$ cat src/rtl/core/dsr_pkg.sv
// shared types and constants for the decimal digit string rounder
`timescale 1ns / 1ps

package dsr_pkg;

    localparam int DIGIT_W        = 4;
    localparam int DIGITS         = 16;
    localparam int STRING_W       = DIGITS * DIGIT_W;
    localparam int COUNT_W        = 5;
    localparam int MAX_DIGITS_DEF = 16;

    localparam logic [COUNT_W-1:0] MIN_COUNT = COUNT_W'(2);

    localparam logic [DIGIT_W-1:0] BCD_ZERO = 4'd0;
    localparam logic [DIGIT_W-1:0] BCD_ONE  = 4'd1;
    localparam logic [DIGIT_W-1:0] BCD_FIVE = 4'd5;
    localparam logic [DIGIT_W-1:0] BCD_NINE = 4'd9;

    typedef enum logic
    {
        RM_NEAREST_EVEN = 1'b0,
        RM_HALF_UP      = 1'b1
    } round_mode_t;

    // per-digit findings of one lane
    typedef struct packed
    {
        logic                keep;
        logic                nine;
        logic                is_guard;
        logic                is_last;
        logic [DIGIT_W-1:0]  digit;
        logic [DIGIT_W-1:0]  inc;
    } lane_t;

endpackage

$ cat src/rtl/core/dsr_in_if.sv
// channel carrying one digit string to be rounded
`timescale 1ns / 1ps

interface dsr_in_if;
    import dsr_pkg::*;

    logic                valid;
    logic                ready;
    logic [STRING_W-1:0] digits_in;
    logic [COUNT_W-1:0]  digit_count;
    logic                sticky;
    logic                fixed_format;

    modport source
    (
        output valid,
        output digits_in,
        output digit_count,
        output sticky,
        output fixed_format,
        input  ready
    );

    modport sink
    (
        input  valid,
        input  digits_in,
        input  digit_count,
        input  sticky,
        input  fixed_format,
        output ready
    );

endinterface

$ cat src/rtl/core/dsr_out_if.sv
// channel carrying one rounded digit string
`timescale 1ns / 1ps

interface dsr_out_if;
    import dsr_pkg::*;

    logic                valid;
    logic                ready;
    logic [STRING_W-1:0] digits_out;
    logic [COUNT_W-1:0]  count_out;
    logic                overflow;

    modport source
    (
        output valid,
        output digits_out,
        output count_out,
        output overflow,
        input  ready
    );

    modport sink
    (
        input  valid,
        input  digits_out,
        input  count_out,
        input  overflow,
        output ready
    );

endinterface

$ cat src/rtl/core/dsr_lane.sv
// one digit lane: classifies its digit against the kept count
`timescale 1ns / 1ps

module dsr_lane #(
    parameter int LANE = 0
) (
    input  logic [dsr_pkg::DIGIT_W-1:0] digit,
    input  logic [dsr_pkg::COUNT_W-1:0] keep_count,
    output dsr_pkg::lane_t              info
);
    import dsr_pkg::*;

    localparam logic [COUNT_W-1:0] IDX      = COUNT_W'(LANE);
    localparam logic [COUNT_W-1:0] IDX_NEXT = COUNT_W'(LANE + 1);

    always_comb
    begin
        info.keep     = IDX < keep_count;
        info.nine     = digit >= BCD_NINE;
        info.is_guard = IDX == keep_count;
        info.is_last  = IDX_NEXT == keep_count;
        info.digit    = digit;
        info.inc      = digit + BCD_ONE;
    end

endmodule

$ cat src/rtl/core/dsr_merge.sv
// merge stage: round decision, carry chain across lanes, result assembly
`timescale 1ns / 1ps

module dsr_merge (
    input  dsr_pkg::lane_t               lanes [dsr_pkg::DIGITS],
    input  logic [dsr_pkg::COUNT_W-1:0]  keep_count,
    input  logic                         sticky,
    input  logic                         fixed_format,
    input  dsr_pkg::round_mode_t         mode,
    output logic [dsr_pkg::STRING_W-1:0] digits_out,
    output logic [dsr_pkg::COUNT_W-1:0]  count_out,
    output logic                         overflow
);
    import dsr_pkg::*;

    logic [DIGIT_W-1:0] guard;
    logic [DIGIT_W-1:0] last;
    logic               round_up;
    logic               carry;
    logic [DIGITS-1:0]  carry_in;

    always_comb
    begin
        guard = BCD_ZERO;
        last  = BCD_ZERO;
        for (int i = 0; i < DIGITS; i++)
        begin
            if (lanes[i].is_guard)
            begin
                guard = guard | lanes[i].digit;
            end
            if (lanes[i].is_last)
            begin
                last = last | lanes[i].digit;
            end
        end
    end

    always_comb
    begin
        unique case (mode)
            RM_HALF_UP:
            begin
                round_up = guard >= BCD_FIVE;
            end
            default:
            begin
                round_up = (guard > BCD_FIVE) ||
                           ((guard == BCD_FIVE) && (sticky || last[0]));
            end
        endcase
    end

    // carry ripples from the last kept digit toward the first
    always_comb
    begin
        carry = round_up;
        for (int i = DIGITS - 1; i >= 0; i--)
        begin
            carry_in[i] = carry;
            if (lanes[i].keep)
            begin
                carry = carry & lanes[i].nine;
            end
        end
    end

    assign overflow  = carry;
    assign count_out = keep_count + COUNT_W'(carry & fixed_format);

    always_comb
    begin
        for (int i = 0; i < DIGITS; i++)
        begin
            if (carry)
            begin
                digits_out[STRING_W-1-DIGIT_W*i -: DIGIT_W] = (i == 0) ? BCD_ONE : BCD_ZERO;
            end
            else if (!lanes[i].keep)
            begin
                digits_out[STRING_W-1-DIGIT_W*i -: DIGIT_W] = BCD_ZERO;
            end
            else if (carry_in[i])
            begin
                digits_out[STRING_W-1-DIGIT_W*i -: DIGIT_W] =
                    lanes[i].nine ? BCD_ZERO : lanes[i].inc;
            end
            else
            begin
                digits_out[STRING_W-1-DIGIT_W*i -: DIGIT_W] = lanes[i].digit;
            end
        end
    end

endmodule

$ cat src/rtl/core/decimal_digit_string_rounder.sv
// top level of the decimal digit string rounder
`timescale 1ns / 1ps

// Rounds a packed BCD string of 2 to MAX_DIGITS digits (first digit in the top
// nibble, guard digit last) to one digit fewer, by ties-to-even or half-up as
// mode_reg selects; the user must write it through cfg_wr_en / cfg_wr_data only
// while idle, which the block does not enforce. One item is accepted every
// cycle unless a held result stalls the output; one register stage holds the
// per-digit lane findings, the second holds the merged result after the carry
// chain across the lanes. digit_count outside 2..MAX_DIGITS is clamped. A carry
// out of the first digit yields 1 followed by zeros and sets overflow; with
// fixed_format a zero digit is appended. Nibbles past count_out are always zero.
module decimal_digit_string_rounder #(
    parameter int MAX_DIGITS = dsr_pkg::MAX_DIGITS_DEF
) (
    input  logic      clk,
    input  logic      rst_n,
    input  logic      cfg_wr_en,
    input  logic      cfg_wr_data,
    dsr_in_if.sink    digit_ch,
    dsr_out_if.source round_ch
);
    import dsr_pkg::*;

    localparam logic [COUNT_W-1:0] MAX_COUNT = COUNT_W'(MAX_DIGITS);

    round_mode_t        mode_reg;
    logic [COUNT_W-1:0] clamped_count;
    logic [COUNT_W-1:0] keep_count;
    lane_t              lane_info [DIGITS];

    logic               s1_valid_reg;
    lane_t              s1_lanes_reg [DIGITS];
    logic [COUNT_W-1:0] s1_keep_reg;
    logic               s1_sticky_reg;
    logic               s1_fixed_reg;

    logic [STRING_W-1:0] merge_digits;
    logic [COUNT_W-1:0]  merge_count;
    logic                merge_overflow;

    logic                out_valid_reg;
    logic [STRING_W-1:0] out_digits_reg;
    logic [COUNT_W-1:0]  out_count_reg;
    logic                out_overflow_reg;

    logic advance;
    logic s1_load;

    always_comb
    begin
        priority if (digit_ch.digit_count < MIN_COUNT)
        begin
            clamped_count = MIN_COUNT;
        end
        else if (digit_ch.digit_count > MAX_COUNT)
        begin
            clamped_count = MAX_COUNT;
        end
        else
        begin
            clamped_count = digit_ch.digit_count;
        end
    end

    assign keep_count = clamped_count - COUNT_W'(1);

    for (genvar i = 0; i < DIGITS; i++)
    begin : g_lane
        if (i < MAX_DIGITS)
        begin : g_used
            dsr_lane #(
                .LANE(i)
            ) u_lane (
                .digit     (digit_ch.digits_in[STRING_W-1-DIGIT_W*i -: DIGIT_W]),
                .keep_count(keep_count),
                .info      (lane_info[i])
            );
        end
        else
        begin : g_unused
            assign lane_info[i] = '0;
        end
    end

    dsr_merge u_merge (
        .lanes       (s1_lanes_reg),
        .keep_count  (s1_keep_reg),
        .sticky      (s1_sticky_reg),
        .fixed_format(s1_fixed_reg),
        .mode        (mode_reg),
        .digits_out  (merge_digits),
        .count_out   (merge_count),
        .overflow    (merge_overflow)
    );

    // output stage moves unless a result is held; lane stage fills any bubble
    assign advance        = !out_valid_reg || round_ch.ready;
    assign s1_load        = advance || !s1_valid_reg;
    assign digit_ch.ready = s1_load;

    always_ff @(posedge clk or negedge rst_n)
    begin
        if (!rst_n)
        begin
            mode_reg      <= RM_NEAREST_EVEN;
            s1_valid_reg  <= 1'b0;
            out_valid_reg <= 1'b0;
        end
        else
        begin
            if (cfg_wr_en)
            begin
                mode_reg <= round_mode_t'(cfg_wr_data);
            end
            if (s1_load)
            begin
                s1_valid_reg <= digit_ch.valid;
            end
            if (advance)
            begin
                out_valid_reg <= s1_valid_reg;
            end
        end
    end

    always_ff @(posedge clk)
    begin
        if (s1_load)
        begin
            s1_lanes_reg  <= lane_info;
            s1_keep_reg   <= keep_count;
            s1_sticky_reg <= digit_ch.sticky;
            s1_fixed_reg  <= digit_ch.fixed_format;
        end
        if (advance)
        begin
            out_digits_reg   <= merge_digits;
            out_count_reg    <= merge_count;
            out_overflow_reg <= merge_overflow;
        end
    end

    assign round_ch.valid      = out_valid_reg;
    assign round_ch.digits_out = out_digits_reg;
    assign round_ch.count_out  = out_count_reg;
    assign round_ch.overflow   = out_overflow_reg;

endmodule
$ cat src/flat_wrapper.sv
// flat-port wrapper written by rule: the top's interface ports become plain ports
module decimal_digit_string_rounder_flat import dsr_pkg::*;
#(
    parameter int MAX_DIGITS = dsr_pkg::MAX_DIGITS_DEF
)
  (clk, rst_n, cfg_wr_en, cfg_wr_data, digit_ch_valid, digit_ch_digits_in, digit_ch_digit_count, digit_ch_sticky, digit_ch_fixed_format, digit_ch_ready, round_ch_valid, round_ch_digits_out, round_ch_count_out, round_ch_overflow, round_ch_ready);
  dsr_in_if digit_ch_i ();
  dsr_out_if round_ch_i ();
  input  logic clk;
  input  logic rst_n;
  input  logic cfg_wr_en;
  input  logic cfg_wr_data;
  input wire logic [$bits(digit_ch_i.valid)-1:0] digit_ch_valid;
  input wire logic [$bits(digit_ch_i.digits_in)-1:0] digit_ch_digits_in;
  input wire logic [$bits(digit_ch_i.digit_count)-1:0] digit_ch_digit_count;
  input wire logic [$bits(digit_ch_i.sticky)-1:0] digit_ch_sticky;
  input wire logic [$bits(digit_ch_i.fixed_format)-1:0] digit_ch_fixed_format;
  output wire logic [$bits(digit_ch_i.ready)-1:0] digit_ch_ready;
  output wire logic [$bits(round_ch_i.valid)-1:0] round_ch_valid;
  output wire logic [$bits(round_ch_i.digits_out)-1:0] round_ch_digits_out;
  output wire logic [$bits(round_ch_i.count_out)-1:0] round_ch_count_out;
  output wire logic [$bits(round_ch_i.overflow)-1:0] round_ch_overflow;
  input wire logic [$bits(round_ch_i.ready)-1:0] round_ch_ready;
  assign digit_ch_i.valid = digit_ch_valid;
  assign digit_ch_i.digits_in = digit_ch_digits_in;
  assign digit_ch_i.digit_count = digit_ch_digit_count;
  assign digit_ch_i.sticky = digit_ch_sticky;
  assign digit_ch_i.fixed_format = digit_ch_fixed_format;
  assign digit_ch_ready = digit_ch_i.ready;
  assign round_ch_valid = round_ch_i.valid;
  assign round_ch_digits_out = round_ch_i.digits_out;
  assign round_ch_count_out = round_ch_i.count_out;
  assign round_ch_overflow = round_ch_i.overflow;
  assign round_ch_i.ready = round_ch_ready;
  decimal_digit_string_rounder #(.MAX_DIGITS(MAX_DIGITS)) u_core (.clk(clk), .rst_n(rst_n), .cfg_wr_en(cfg_wr_en), .cfg_wr_data(cfg_wr_data), .digit_ch(digit_ch_i), .round_ch(round_ch_i));
endmodule
$ cat config.mk
export PLATFORM = sky130hd
export DESIGN_NAME = decimal_digit_string_rounder_flat
export DESIGN_NICKNAME = d
export VERILOG_FILES = /design/src/rtl/core/dsr_pkg.sv /design/src/rtl/core/dsr_in_if.sv /design/src/rtl/core/dsr_out_if.sv /design/src/rtl/core/dsr_lane.sv /design/src/rtl/core/dsr_merge.sv /design/src/rtl/core/decimal_digit_string_rounder.sv /design/src/flat_wrapper.sv
export SDC_FILE = /design/constraint.sdc
export NUM_CORES = 1
export LEC_CHECK = 0
export ABC_AREA = 1
export CORE_ASPECT_RATIO = 1.2
export CORE_MARGIN = 4
export CORE_UTILIZATION = 41
export CTS_BUF_LIST = sky130_fd_sc_hd__clkbuf_4
export DETAILED_ROUTE_END_ITERATION = 8
export DONT_BUFFER_PORTS = 1
export PLACE_DENSITY_LB_ADDON = 0.08
export SYNTH_ARGS = -nofsm -noshare
export SYNTH_HDL_FRONTEND = slang
export SYNTH_HIERARCHICAL = 1
export SYNTH_SLANG_ARGS = --single-unit
$ cat constraint.sdc
create_clock -name clk -period 7.2 [get_ports clk]
set_input_delay 1.08 -clock clk [delete_from_list [all_inputs] [get_ports clk]]
set_output_delay 1.08 -clock clk [all_outputs]
set_load 0.01 [all_outputs]
==> impl_metrics.prom <==
# TYPE chip_impl_metric gauge
chip_impl_info{name="run_status",value="complete, no violations"} 1
chip_impl_metric{name="cp_data_arrival_time",unit="ps"} 4120
chip_impl_metric{name="via_count_of_the_first_global_routing_pass",unit=""} 8426
chip_impl_metric{name="maxCapViolations",unit=""} 0
chip_impl_info{name="tritoncts_clock_tree",value="done"} 1
chip_impl_metric{name="synth_largest_type_area_fraction",unit=""} 0.622
chip_impl_metric{name="die_area",unit="sq um"} 34600
chip_impl_metric{name="dieWidth",unit="microns"} 170
chip_impl_metric{name="dr.first_iter.drc_count",unit=""} 405
chip_impl_metric{name="wl_per_cell",unit="microns"} 17.3
chip_impl_metric{name="synth-seq-cells",unit=""} 272
chip_impl_metric{name="flip_flop_count_of_the_largest_register_after_layout",unit=""} 192
chip_impl_metric{name="layoutNonFillerInstCount",unit=""} 1665
chip_impl_metric{name="report.final.hold_viol_count",unit=""} 0
chip_impl_metric{name="ff2ff_path_depth",unit=""} 21
chip_impl_metric{name="ctsHoldBuffers",unit=""} 0
chip_impl_metric{name="yosys.cell_types.count",unit=""} 32
chip_impl_info{name="synth.area.top_cells",value="sky130_fd_sc_hd__edfxtp_1 (62%), sky130_fd_sc_hd__nand2_1 (7.0%), sky130_fd_sc_hd__ha_1 (4.9%)"} 1
chip_impl_metric{name="viasPerCell",unit=""} 4.86
chip_impl_metric{name="slew-limit-headroom",unit=""} 0.323
chip_impl_metric{name="ioPinCount",unit=""} 149
chip_impl_metric{name="final_weighted_congestion_of_routability_driven_global_placement",unit=""} 0.835
chip_impl_metric{name="chipHeight",unit="microns"} 203
chip_impl_metric{name="clock_tree.buffer_depth",unit=""} 3
chip_impl_metric{name="clkLatencyLatePin",unit="ps"} 700
chip_impl_metric{name="placementRows",unit=""} 71
chip_impl_info{name="worst_setup_path_type",value="register to register"} 1
chip_impl_metric{name="number_of_warning_messages_in_the_yosys_log",unit=""} 6
chip_impl_metric{name="finalCriticalPeriod",unit="ps"} 3690
chip_impl_metric{name="cts_sink_count",unit=""} 272
chip_impl_metric{name="worst-r2r-setup-slack",unit="ps"} 3510
chip_impl_metric{name="detailed_placement_wirelength_estimate",unit="microns"} 20000
chip_impl_metric{name="htree_levels",unit=""} 3
chip_impl_metric{name="final.fill_count",unit=""} 2970
chip_impl_metric{name="grt_pass1_wl",unit="microns"} 44600
chip_impl_metric{name="buffer_ports.inserted",unit=""} 0
chip_impl_info{name="worstSetupEndpointType",value="register"} 1
chip_impl_metric{name="layout_worst_path_cycle_share",unit=""} 0.513
chip_impl_metric{name="power_leakage",unit="nW"} 6.06
chip_impl_metric{name="cts_setup_buffers",unit=""} 0
chip_impl_metric{name="final_nets",unit=""} 1332
chip_impl_metric{name="final-max-slew-violation-count",unit=""} 0
chip_impl_metric{name="crit_fanout",unit=""} 10
chip_impl_metric{name="route.vias.total",unit=""} 8095
chip_impl_metric{name="hold_worst_slack",unit="ps"} 106
chip_impl_metric{name="grt_util_all_layers",unit=""} 0.167
chip_impl_metric{name="setup_viol",unit=""} 0
chip_impl_metric{name="maxClockFrequency",unit="MHz"} 271
chip_impl_metric{name="route.antenna.remaining_nets",unit=""} 0
chip_impl_metric{name="area_delta_synth_final",unit="%"} 8.03
chip_impl_metric{name="drt_drc_violations_left",unit=""} 0
chip_impl_metric{name="core_area",unit="sq um"} 31300
chip_impl_metric{name="placed_cells_incl_taps",unit=""} 1529
chip_impl_metric{name="ys_seq_area_frac",unit=""} 0.628
chip_impl_metric{name="timing.clock.skew",unit="ps"} 50.7
chip_impl_metric{name="cts_buffers",unit=""} 74
chip_impl_metric{name="postSynthNetCount",unit=""} 1313
chip_impl_info{name="timing.critical_path.from_type",value="register"} 1
chip_impl_metric{name="pin_count_of_the_biggest_net_entering_global_routing",unit=""} 72
chip_impl_metric{name="grt_antenna_before_repair",unit=""} 2
chip_impl_metric{name="synthesized_instance_count",unit=""} 1185
chip_impl_metric{name="syn-cell-area",unit="sq um"} 13000
chip_impl_metric{name="final.setup.tns",unit="ps"} 0
chip_impl_metric{name="first_pass_iters",unit=""} 6
chip_impl_metric{name="drive_gt1_frac",unit=""} 0.133
chip_impl_metric{name="post_cts_resize_count",unit=""} 0
chip_impl_metric{name="critical_path_required",unit="ps"} 7630
chip_impl_metric{name="cellPowerDensity",unit="nW/um^2"} 274
chip_impl_metric{name="wirelength_routed",unit="microns"} 28700
chip_impl_info{name="synth_area_leader_cell",value="sky130_fd_sc_hd__edfxtp_1"} 1
chip_impl_metric{name="worst-slew-pin-transition",unit="ps"} 1020
chip_impl_metric{name="post_synthesis_mean_instance_area",unit="sq um"} 11.0
chip_impl_metric{name="clk_pin_slew",unit="ps"} 60
chip_impl_info{name="worstHoldPathType",value="primary input to async pin"} 1
chip_impl_metric{name="vdd.ir_drop.worst",unit="V"} 0.000129
chip_impl_info{name="ctsRootBufferMaster",value="sky130_fd_sc_hd__clkbuf_4"} 1
chip_impl_info{name="grt_setup_unrepaired",value="false"} 1
chip_impl_metric{name="initial_utilization",unit=""} 0.415
chip_impl_metric{name="fin_util",unit=""} 0.448
chip_impl_metric{name="global_route_congestion_overflow_total",unit=""} 0
-- cells in the mapped netlist --
cell type / count
sky130_fd_sc_hd__nor2_1: 149
sky130_fd_sc_hd__nand4_4: 7
sky130_fd_sc_hd__nor3_4: 1
sky130_fd_sc_hd__edfxtp_1: 269
sky130_fd_sc_hd__nor3_1: 5
sky130_fd_sc_hd__a21oi_1: 75
sky130_fd_sc_hd__nand3b_1: 3
sky130_fd_sc_hd__nor2_8: 3
sky130_fd_sc_hd__dfrtp_1: 3
sky130_fd_sc_hd__nand2_4: 1
sky130_fd_sc_hd__o21bai_1: 2
sky130_fd_sc_hd__nand3_1: 40
sky130_fd_sc_hd__nand3_4: 1
sky130_fd_sc_hd__inv_1: 141
sky130_fd_sc_hd__nor2_4: 5
sky130_fd_sc_hd__or2_1: 3
sky130_fd_sc_hd__mux2_2: 1
sky130_fd_sc_hd__a31oi_1: 1
sky130_fd_sc_hd__and2_1: 1
sky130_fd_sc_hd__buf_4: 65
sky130_fd_sc_hd__o21ai_0: 55
sky130_fd_sc_hd__or2_0: 1
sky130_fd_sc_hd__xor2_1: 19
sky130_fd_sc_hd__nand4_1: 19
sky130_fd_sc_hd__or2_4: 1
sky130_fd_sc_hd__nor2b_1: 1
sky130_fd_sc_hd__nand2_1: 241
sky130_fd_sc_hd__inv_2: 1
sky130_fd_sc_hd__nor2_2: 13
sky130_fd_sc_hd__xnor2_1: 3
sky130_fd_sc_hd__ha_1: 51
sky130_fd_sc_hd__nand2_2: 4
-- cells in the final DEF (no fill, tap or decap), types with 2 or more instances in the layout --
master                       n
sky130_fd_sc_hd__nand3b_1    3
sky130_fd_sc_hd__nor2_1    149
sky130_fd_sc_hd__diode_2     3
sky130_fd_sc_hd__o21bai_1    2
sky130_fd_sc_hd__nand2_4     2
sky130_fd_sc_hd__a21oi_1    75
sky130_fd_sc_hd__or2_1       3
sky130_fd_sc_hd__clkinv_2    5
sky130_fd_sc_hd__edfxtp_1  269
sky130_fd_sc_hd__clkbuf_4  106
sky130_fd_sc_hd__dfrtp_1     3
sky130_fd_sc_hd__o21ai_0    54
sky130_fd_sc_hd__nor2_2     13
sky130_fd_sc_hd__nand4_1    19
sky130_fd_sc_hd__buf_4       8
sky130_fd_sc_hd__clkinv_1   15
sky130_fd_sc_hd__nand3_4     2
sky130_fd_sc_hd__nand2_1   240
sky130_fd_sc_hd__xnor2_1     2
sky130_fd_sc_hd__inv_1     141
sky130_fd_sc_hd__nand4_4     7
sky130_fd_sc_hd__nand3_1    39
sky130_fd_sc_hd__nor2_8      3
sky130_fd_sc_hd__nor3_1      5
sky130_fd_sc_hd__inv_2       7
sky130_fd_sc_hd__nand2_2     4
sky130_fd_sc_hd__ha_1       51
sky130_fd_sc_hd__xor2_1     19
sky130_fd_sc_hd__nor2_4      5
-- critical path: stages, from the launching register on --
cell and delay (ps):
sky130_fd_sc_hd__edfxtp_1 420, sky130_fd_sc_hd__nand2_1 90, sky130_fd_sc_hd__nand2_1 60, sky130_fd_sc_hd__nor2_1 210, sky130_fd_sc_hd__nand2_1 100, sky130_fd_sc_hd__nor2_2 130, sky130_fd_sc_hd__nor2_1 70, sky130_fd_sc_hd__nand2_4 100
sky130_fd_sc_hd__nand4_4 130, sky130_fd_sc_hd__nor3_4 280, sky130_fd_sc_hd__nand4_4 220, sky130_fd_sc_hd__nor2_4 230, sky130_fd_sc_hd__nand4_4 200, sky130_fd_sc_hd__nor2_8 210, sky130_fd_sc_hd__nand4_4 170, sky130_fd_sc_hd__nor2_4 140
sky130_fd_sc_hd__inv_2 50, sky130_fd_sc_hd__nor2_2 70, sky130_fd_sc_hd__ha_1 160, sky130_fd_sc_hd__ha_1 180, sky130_fd_sc_hd__nand3_1 100, sky130_fd_sc_hd__xnor2_1 130
-- where the power goes --
part / internal [W] / total [W] / switching [W]
logic: 0.000120 / 0.000417 / 0.000298
clock network: 0.000717 / 0.00136 / 0.000644
registers: 0.00196 / 0.00207 / 0.000109
-- path summary, 6_finish.rpt --
path / end / from
max: u_core/round_ch.count_out[4]$_DFFE_PP_ / u_core/s1_lanes_reg[33]$_DFFE_PP_
min: u_core/mode_reg$_DFFE_PN0P_ / rst_n
max reg2reg: u_core/round_ch.count_out[4]$_DFFE_PP_ / u_core/s1_lanes_reg[33]$_DFFE_PP_
min reg2reg: u_core/mode_reg$_DFFE_PN0P_ / u_core/mode_reg$_DFFE_PN0P_
max in group asynchronous: u_core/round_ch.valid$_DFFE_PN0P_ / rst_n
min in group clk: u_core/s1_lanes_reg[175]$_DFFE_PP_ / digit_ch_digits_in[59]
-- cell type report --
type / instances / area (sq um) / area share
flip-flops and latches: 272 / 8150 / 0.581
multi-input cells: 706 / 3840 / 0.274
clock buffers: 106 / 796 / 0.0567
inverters: 142 / 533 / 0.0380
well taps: 401 / 502 / 0.0358
clock inverters: 27 / 134 / 0.00955
repair buffers: 8 / 60.1 / 0.00428
diodes: 3 / 7.51 / 0.000535
-- cells by family (layout without fill, tap and decap cells) --
logic type	count (synthesis)	count (layout)	synth area share
compound gates	133	133	0.0518
fa+ha+maj	51	51	0.0492
mux	1	1	0.000867
simple gates	499	499	0.177
other cells	0	3	0
buf+inv	207	283	0.0787
xor+xnor	22	22	0.0148
flops	272	272	0.628
-- per-stage QoR --
| step | area [sq um] | setup slack, ps | total power, W |
|---|---|---|---|
| after global placement | 13100 | 3570 | 0.00252 |
| after detailed placement | 13100 | 3490 | 0.00253 |
| final | 14000 | 3510 | 0.00385 |
| after CTS | 14000 | 3470 | 0.00392 |
| after global routing | 14000 | 3180 | 0.00408 |
| after floorplan | 13000 | 2080 | 0.00241 |
-- metal layers --
metal | vias to the layer above | global-route usage | part of all wire
li1 | 4021 | - | -
met1 | 3820 | 0.177 | 0.38
met2 | 205 | 0.306 | 0.53
met3 | 49 | 0.0590 | 0.071
met4 | 0 | 0.0553 | 0.017
met5 | - | 0 | 0
Note: power is estimated with default switching activity, not from simulation.
